File: config.mk
export PLATFORM = sky130hd
export DESIGN_NAME = keyed_pass_counter_table
export DESIGN_NICKNAME = d
export VERILOG_FILES = /design/src/rtl/kpct_pkg.sv /design/src/rtl/kpct_ctrl.sv /design/src/rtl/kpct_datapath.sv /design/src/rtl/keyed_pass_counter_table.sv
export SDC_FILE = /design/constraint.sdc
export NUM_CORES = 2
export LEC_CHECK = 0
export ABC_AREA = 0
export BUFFER_PORTS_ARGS = -buffer_cell sky130_fd_sc_hd__buf_2
export CORE_MARGIN = 3
export CORE_UTILIZATION = 30
export DETAILED_ROUTE_END_ITERATION = 8
export GPL_ROUTABILITY_DRIVEN = 0
export PLACE_DENSITY = 0.51
export SETUP_SLACK_MARGIN = 0.05
export SYNTH_ARGS = -nofsm -noshare
export SYNTH_HDL_FRONTEND = slang
export SYNTH_MEMORY_MAX_BITS = 65536
export SYNTH_SLANG_ARGS = --single-unit
File: constraint.sdc
create_clock -name i_clk -period 7.05 [get_ports i_clk]
set_input_delay 0.3525 -clock i_clk [delete_from_list [all_inputs] [get_ports i_clk]]
set_output_delay 0.3525 -clock i_clk [all_outputs]
set_load 0.05 [all_outputs]
File: src/rtl/kpct_pkg.sv
// kpct_pkg: shared types, codes and constants for the keyed pass counter table
// used by kpct_ctrl, kpct_datapath and keyed_pass_counter_table
package kpct_pkg;

    localparam int CAPACITY_DEF = 64;
    localparam int KEY_CHARS    = 6;
    localparam int KEY_W        = 48;
    localparam int COUNT_W      = 16;
    localparam int CHAR_W       = 8;
    localparam int OP_W         = 2;

    localparam logic [OP_W-1:0] OP_PASS   = 2'd0;
    localparam logic [OP_W-1:0] OP_UNFLAG = 2'd1;
    localparam logic [OP_W-1:0] OP_STATUS = 2'd2;

    localparam logic [CHAR_W-1:0]  UNFLAG_CHAR = 8'h52;
    localparam logic [COUNT_W-1:0] COUNT_MAX   = 16'hFFFF;
    localparam logic [COUNT_W-1:0] COUNT_ONE   = 16'd1;

    // characters beyond the key length are dropped
    localparam logic [KEY_W-1:0] KEY_MASK = (KEY_CHARS * 8 >= KEY_W) ? {KEY_W{1'b1}} :
        ((KEY_W'(1) << (8 * KEY_CHARS)) - KEY_W'(1));

    typedef struct packed {
        logic [OP_W-1:0]   operation;
        logic [KEY_W-1:0]  plate_key;
        logic [CHAR_W-1:0] new_state_char;
    } t_req;

    typedef struct packed {
        logic               found;
        logic [KEY_W-1:0]   echo_key;
        logic [COUNT_W-1:0] pass_count;
        logic [CHAR_W-1:0]  state_char;
    } t_result;

    typedef struct packed {
        logic [KEY_W-1:0]   key;
        logic [COUNT_W-1:0] count;
        logic [CHAR_W-1:0]  state_char;
    } t_entry;

    // controller to datapath
    typedef struct packed {
        logic load;
        logic rd;
        logic cmp;
        logic inc;
        logic commit;
    } t_cmd;

    // datapath to controller
    typedef struct packed {
        logic empty;
        logic match;
        logic last;
    } t_stat;

endpackage

File: src/rtl/kpct_ctrl.sv
// kpct_ctrl: sequencer that walks the entry memory for one request at a time
// depends on kpct_pkg for the command and status types
module kpct_ctrl (
    input  logic            i_clk,
    input  logic            i_rst_n,
    input  logic            start,
    output logic            busy,
    input  kpct_pkg::t_stat i_stat,
    output kpct_pkg::t_cmd  o_cmd
);
    import kpct_pkg::*;

    localparam logic [1:0] ST_IDLE   = 2'd0;
    localparam logic [1:0] ST_READ   = 2'd1;
    localparam logic [1:0] ST_CMP    = 2'd2;
    localparam logic [1:0] ST_FINISH = 2'd3;

    logic [1:0] r_state;
    logic [1:0] n_state;

    always_ff @(posedge i_clk) begin
        if (!i_rst_n) begin
            r_state <= ST_IDLE;
        end else begin
            r_state <= n_state;
        end
    end

    always_comb begin
        n_state = r_state;
        o_cmd   = '0;
        unique case (r_state)
            ST_IDLE: begin
                if (start) begin
                    o_cmd.load = 1'b1;
                    n_state    = i_stat.empty ? ST_FINISH : ST_READ;
                end
            end
            ST_READ: begin
                o_cmd.rd = 1'b1;
                n_state  = ST_CMP;
            end
            ST_CMP: begin
                o_cmd.cmp = 1'b1;
                if (i_stat.match || i_stat.last) begin
                    n_state = ST_FINISH;
                end else begin
                    o_cmd.inc = 1'b1;
                    n_state   = ST_READ;
                end
            end
            ST_FINISH: begin
                o_cmd.commit = 1'b1;
                n_state      = ST_IDLE;
            end
            default: begin
                n_state = ST_IDLE;
            end
        endcase
    end

    assign busy = (r_state != ST_IDLE);

endmodule

File: src/rtl/kpct_datapath.sv
// kpct_datapath: entry memory, fill count, scan index, key compare and result register
// depends on kpct_pkg; driven by kpct_ctrl commands
module kpct_datapath #(
    parameter int CAPACITY = kpct_pkg::CAPACITY_DEF
) (
    input  logic              i_clk,
    input  logic              i_rst_n,
    input  kpct_pkg::t_req    i_req,
    input  kpct_pkg::t_cmd    i_cmd,
    output kpct_pkg::t_stat   o_stat,
    output logic              o_done,
    output kpct_pkg::t_result o_result
);
    import kpct_pkg::*;

    localparam int IDX_W  = (CAPACITY > 1) ? $clog2(CAPACITY) : 1;
    localparam int FILL_W = $clog2(CAPACITY + 1);

    t_entry r_mem [CAPACITY];

    t_req              r_req;
    t_entry            r_rd;
    logic [IDX_W-1:0]  r_idx;
    logic [FILL_W-1:0] r_fill;
    logic              r_hit;
    logic              r_done;
    t_result           r_result;

    logic              full;
    logic              wr_en;
    logic [IDX_W-1:0]  wr_addr;
    t_entry            wr_data;
    logic [COUNT_W-1:0] count_inc;

    assign full      = (r_fill == FILL_W'(CAPACITY));
    assign count_inc = (r_rd.count == COUNT_MAX) ? COUNT_MAX : r_rd.count + COUNT_ONE;

    assign o_stat.empty = (r_fill == '0);
    assign o_stat.match = (r_rd.key == r_req.plate_key);
    assign o_stat.last  = ((FILL_W + 1)'(r_idx) + (FILL_W + 1)'(1)) == (FILL_W + 1)'(r_fill);

    always_comb begin
        wr_en   = 1'b0;
        wr_addr = r_hit ? r_idx : IDX_W'(r_fill);
        wr_data = r_rd;
        case (r_req.operation)
            OP_PASS: begin
                wr_en              = i_cmd.commit && (r_hit || !full);
                wr_data.key        = r_req.plate_key;
                wr_data.count      = r_hit ? count_inc : COUNT_ONE;
                wr_data.state_char = r_req.new_state_char;
            end
            OP_UNFLAG: begin
                wr_en              = i_cmd.commit && r_hit;
                wr_data.state_char = UNFLAG_CHAR;
            end
            default: begin
                wr_en = 1'b0;
            end
        endcase
    end

    // entry memory: one write port, one registered read port
    always_ff @(posedge i_clk) begin
        if (wr_en) begin
            r_mem[wr_addr] <= wr_data;
        end
        if (i_cmd.rd) begin
            r_rd <= r_mem[r_idx];
        end
    end

    always_ff @(posedge i_clk) begin
        if (i_cmd.load) begin
            r_req.operation      <= i_req.operation;
            r_req.plate_key      <= i_req.plate_key & KEY_MASK;
            r_req.new_state_char <= i_req.new_state_char;
        end
        if (i_cmd.commit) begin
            r_result.found      <= r_hit;
            r_result.echo_key   <= r_req.plate_key;
            r_result.pass_count <= r_hit ? r_rd.count : '0;
            r_result.state_char <= r_hit ? r_rd.state_char : '0;
        end
    end

    always_ff @(posedge i_clk) begin
        if (!i_rst_n) begin
            r_fill <= '0;
            r_idx  <= '0;
            r_hit  <= 1'b0;
            r_done <= 1'b0;
        end else begin
            r_done <= i_cmd.commit && (r_req.operation == OP_STATUS);
            if (i_cmd.load) begin
                r_idx <= '0;
                r_hit <= 1'b0;
            end else if (i_cmd.inc) begin
                r_idx <= r_idx + IDX_W'(1);
            end
            if (i_cmd.cmp && o_stat.match) begin
                r_hit <= 1'b1;
            end
            // a new key lands in the next free slot
            if (i_cmd.commit && r_req.operation == OP_PASS && !r_hit && !full) begin
                r_fill <= r_fill + FILL_W'(1);
            end
        end
    end

    assign o_done   = r_done;
    assign o_result = r_result;

endmodule

File: src/rtl/keyed_pass_counter_table.sv
// keyed_pass_counter_table: top level joining the sequencer and the datapath
// depends on kpct_pkg, kpct_ctrl and kpct_datapath
//
//   channel   ports                     handshake
//   request   start, busy, i_req        taken when start is high and busy is low
//   result    o_done, o_result          one cycle strobe, status requests only
//
// a request walks the occupied entries in fill order, a read state then a
// compare state per entry, stopping at the first match or the last entry; busy
// stays high through the read, compare and finish states (an empty table goes
// from idle straight to finish); the entry memory has a single, registered read port
// the result strobe rises at the edge where busy falls; reset empties the table
// at once through the fill count; the result side cannot stall
module keyed_pass_counter_table #(
    parameter int CAPACITY = kpct_pkg::CAPACITY_DEF
) (
    input  logic              i_clk,
    input  logic              i_rst_n,
    input  logic              start,
    output logic              busy,
    input  kpct_pkg::t_req    i_req,
    output logic              o_done,
    output kpct_pkg::t_result o_result
);
    import kpct_pkg::*;

    t_cmd  cmd;
    t_stat stat;

    kpct_ctrl u_ctrl (
        .i_clk   (i_clk),
        .i_rst_n (i_rst_n),
        .start   (start),
        .busy    (busy),
        .i_stat  (stat),
        .o_cmd   (cmd)
    );

    kpct_datapath #(
        .CAPACITY (CAPACITY)
    ) u_datapath (
        .i_clk    (i_clk),
        .i_rst_n  (i_rst_n),
        .i_req    (i_req),
        .i_cmd    (cmd),
        .o_stat   (stat),
        .o_done   (o_done),
        .o_result (o_result)
    );

endmodule

==> run metrics <==
Fill cells 55360; hold buffer count at cts 117; CP startpoint kind flop; Total GRT Usage 17.48%; via count of the first global-routing pass 87920; DR vias/cell 5.231; GRT Residual Overflow 0; die height 787.5 um; largest fanout of any net on the critical path 23; top area cells in the synthesized netlist sky130_fd_sc_hd__edfxtp_1 79%, sky130_fd_sc_hd__mux4_2 19%, sky130_fd_sc_hd__clkbuf_1 0.43%; clock slew seen by the registers of the worst setup and hold paths 0.07 ns; final slew viol count 0; antenna violations before repair 18; final period demand of the worst path 4.937 ns; worst min-delay path class in2reg; initial core utilization 30.15%; Yosys warnings 0; Final Hold Viols 0; initial drt markers 10910; proportion of synthesized chip area in sequential cells 79.04%; worst hold path endpoint u_datapath.r_req[10]$_DFFE_PP_; #FFs+latches synth 4828; routed wirelength normalized by instance count 33.96 um; worst endpoint data arrival time 5.63 ns; share of cells above drive strength 1 32.79%; post-synthesis async set-or-reset flop share 0%; Worst slew margin 8.975%; Hold Crit Depth 2; remaining design rule violation count 0; Area growth syn-to-layout 16.79%; TritonCTS clock tree done; number of clock sinks seen by CTS 4828; number of failing setup endpoints in the final timing report 0; pin count of the biggest net entering global routing 148; Die Footprint 620100 um^2; area share of the largest cell type after synthesis 78.86%; Skew-Pair Late Insertion Delay 1.07 ns; worst setup path class reg2reg; cell area after synthesis 183200 um^2; total I/O pin count 136; count of antenna-violating nets left after detailed routing 0; Mean Syn Cell Area 25.26 um^2; largest buffer count on any clock path 4; count of standard-cell rows 286; H-tree depth 6; area leader, netlist sky130_fd_sc_hd__edfxtp_1; Setup Buffers After CTS 0; DP Wirelength 271200 um; Setup Total Neg Slack 0 ns; cell count after synthesis 7253; worst path required time 7.74 ns; wire length of the first global-routing pass 756300 um; run status completed; total of buffers placed on input and output ports 135; setup clock skew after layout 0.07712 ns; worst reg2reg startpoint u_datapath.r_fill[1]$_SDFFE_PN0P_; hold path startpoint i_req[10]; number of enable flip-flop cells after synthesis 4811; CTS Root Buffer Type sky130_fd_sc_hd__clkbuf_16; WL final 557500 um; count of placed standard cells including taps 15370; top cells by count, synth 4811 x sky130_fd_sc_hd__edfxtp_1, 1512 x sky130_fd_sc_hd__mux4_2, 212 x sky130_fd_sc_hd__clkbuf_1; setup repair after global routing missed its margin false; flop-to-flop setup slack 2.11 ns; Peak VDD IR 0.2688 mV; Register-to-Register Path Depth 9; vias after detailed routing 85880; number of resized instances in the post-cts repair step 0; width of the die 787.5 um; placed cell area 196300 um^2; iteration count of the initial detailed-routing pass 5; Max Fclk 202.6 MHz; static leakage 63.32 nW; core footprint 607600 um^2; capture point of the worst reg-to-reg path u_datapath.r_mem[46][21]$_DFFE_PP_; transition time of the tightest slew-check pin 1.365 ns; count of different cell masters after synthesis 47; cell with the most instances after synthesis sky130_fd_sc_hd__edfxtp_1; Net Count, Synth 7318; portion of the clock cycle consumed by the worst path in the final layout 70.02%; most used flip-flop cell after synthesis sky130_fd_sc_hd__edfxtp_1; non-filler cells in the finished layout 16420; total of max-cap violations 0; Nets 8009; total power density per cell area 284.5 nW/um^2; sort of element at the end of the critical path flop; Finished Cell Area 214000 um^2; number of buffers inserted during clock tree synthesis 518
cells in the final DEF, fill, tap and decap left out, types with 34 or more instances in the layout:
| cell type | Yosys | layout |
|---|---|---|
| sky130_fd_sc_hd__buf_12 | 0 | 77 |
| sky130_fd_sc_hd__buf_2 | 87 | 135 |
| sky130_fd_sc_hd__buf_4 | 0 | 213 |
| sky130_fd_sc_hd__bufinv_16 | 0 | 34 |
| sky130_fd_sc_hd__clkbuf_1 | 212 | 118 |
| sky130_fd_sc_hd__clkbuf_16 | 0 | 526 |
| sky130_fd_sc_hd__clkinv_1 | 0 | 112 |
| sky130_fd_sc_hd__clkinv_2 | 0 | 63 |
| sky130_fd_sc_hd__dlygate4sd3_1 | 0 | 117 |
| sky130_fd_sc_hd__edfxtp_1 | 4811 | 4811 |
| sky130_fd_sc_hd__mux4_2 | 1512 | 1512 |
| sky130_fd_sc_hd__nand2_1 | 191 | 191 |
| sky130_fd_sc_hd__nor2_4 | 0 | 70 |
| sky130_fd_sc_hd__xor2_1 | 52 | 52 |
critical path, cell delays in order (launching register included):
cell and delay, ns:
sky130_fd_sc_hd__dfxtp_1 0.49, sky130_fd_sc_hd__inv_1 0.19, sky130_fd_sc_hd__ha_1 0.23, sky130_fd_sc_hd__and2_1 0.19, sky130_fd_sc_hd__a21oi_1 0.25, sky130_fd_sc_hd__a21oi_1 0.12
sky130_fd_sc_hd__nor3_1 0.45, sky130_fd_sc_hd__nand2_1 0.64, sky130_fd_sc_hd__nor2_4 1.16, sky130_fd_sc_hd__buf_4 0.65
layer usage:
layer / GRT usage, % / wire length [um] / up-vias
met2: 30.01 / 282100 / 3638
li1: - / - / 33020
met4: 5.605 / 19890 / 0
met1: 22.98 / 220900 / 48330
met5: 0 / 0 / -
met3: 2.418 / 34600 / 889
kinds of logic (layout without fill, tap and decap cells):
family / after synthesis / in the layout / synth area share (%)
and+or+nand+nor: 386 / 386 / 0.9199
buffers and inverters: 383 / 1478 / 0.8482
adders and majority gates: 4 / 4 / 0.02732
other: 0 / 5 / 0
muxes: 1515 / 1515 / 18.60
DFF: 4828 / 4828 / 79.04
xor gates and xnor gates: 61 / 61 / 0.2916
AOI/OAI and AO/OA: 76 / 76 / 0.2677
flip-flops by register name, indices dropped and copies added (netlist names):
signal	flops
u_ctrl.r_state	2
u_datapath.o_done	1
u_datapath.o_result	73
u_datapath.r_fill	7
u_datapath.r_hit	1
u_datapath.r_idx	6
u_datapath.r_mem	4608
u_datapath.r_rd	72
u_datapath.r_req	58
through the flow:
step | util, % | hold slack [ns] | power (W) | worst slack (ns)
global placement | 32.31 | 0.4891 | 0.03486 | 2.197
CTS | 35.20 | 0.1127 | 0.06146 | 2.199
finish | 35.22 | 0.2010 | 0.06087 | 2.113
detailed placement | 32.31 | 0.5173 | 0.03495 | 2.239
floorplan | - | 0.4514 | 0.03418 | 1.699
global route | 35.21 | 0.1647 | 0.06267 | 2.044
where the power goes:
group          internal [W]  total [W]  switching (W)  leakage, nW
Combinational      0.000893    0.00227        0.00138         11.8
Sequential           0.0320     0.0321       0.000115         43.6
Clock                0.0151     0.0265         0.0114         7.97
how the worst max path moves through the flow:
| stage | from | to | slack, ns | depth (start not counted) |
|---|---|---|---|---|
| 2_1_floorplan | u_datapath.r_idx[2]$_SDFFE_PP0P_ | u_datapath.r_mem[13][0]$_DFFE_PP_ | 1.70 | 8 |
| 3_3_place_gp | u_datapath.r_fill[1]$_SDFFE_PN0P_ | u_datapath.r_mem[46][69]$_DFFE_PP_ | 2.20 | 9 |
| 3_5_place_dp | u_datapath.r_fill[1]$_SDFFE_PN0P_ | u_datapath.r_mem[46][69]$_DFFE_PP_ | 2.24 | 9 |
| 4_1_cts | u_datapath.r_fill[1]$_SDFFE_PN0P_ | u_datapath.r_mem[46][21]$_DFFE_PP_ | 2.20 | 9 |
| 5_1_grt | u_datapath.r_fill[1]$_SDFFE_PN0P_ | u_datapath.r_mem[46][21]$_DFFE_PP_ | 2.04 | 9 |
| 6_report | u_datapath.r_fill[1]$_SDFFE_PN0P_ | u_datapath.r_mem[46][21]$_DFFE_PP_ | 2.11 | 9 |
area by class of cell:
type                    instances  area (um^2)  share of cell area [%]
inverters                      12        60.06                 0.02807
flip-flops and latches       4828       144800                   67.69
clock buffers                 644        13610                   6.358
repair buffers                542         4987                   2.331
multi-input cells            2042        37570                   17.56
well taps                    8064        10090                   4.715
clock inverters               280         2824                   1.320
diodes                          5        12.51                0.005847
Power figures use the tool's default switching activity.
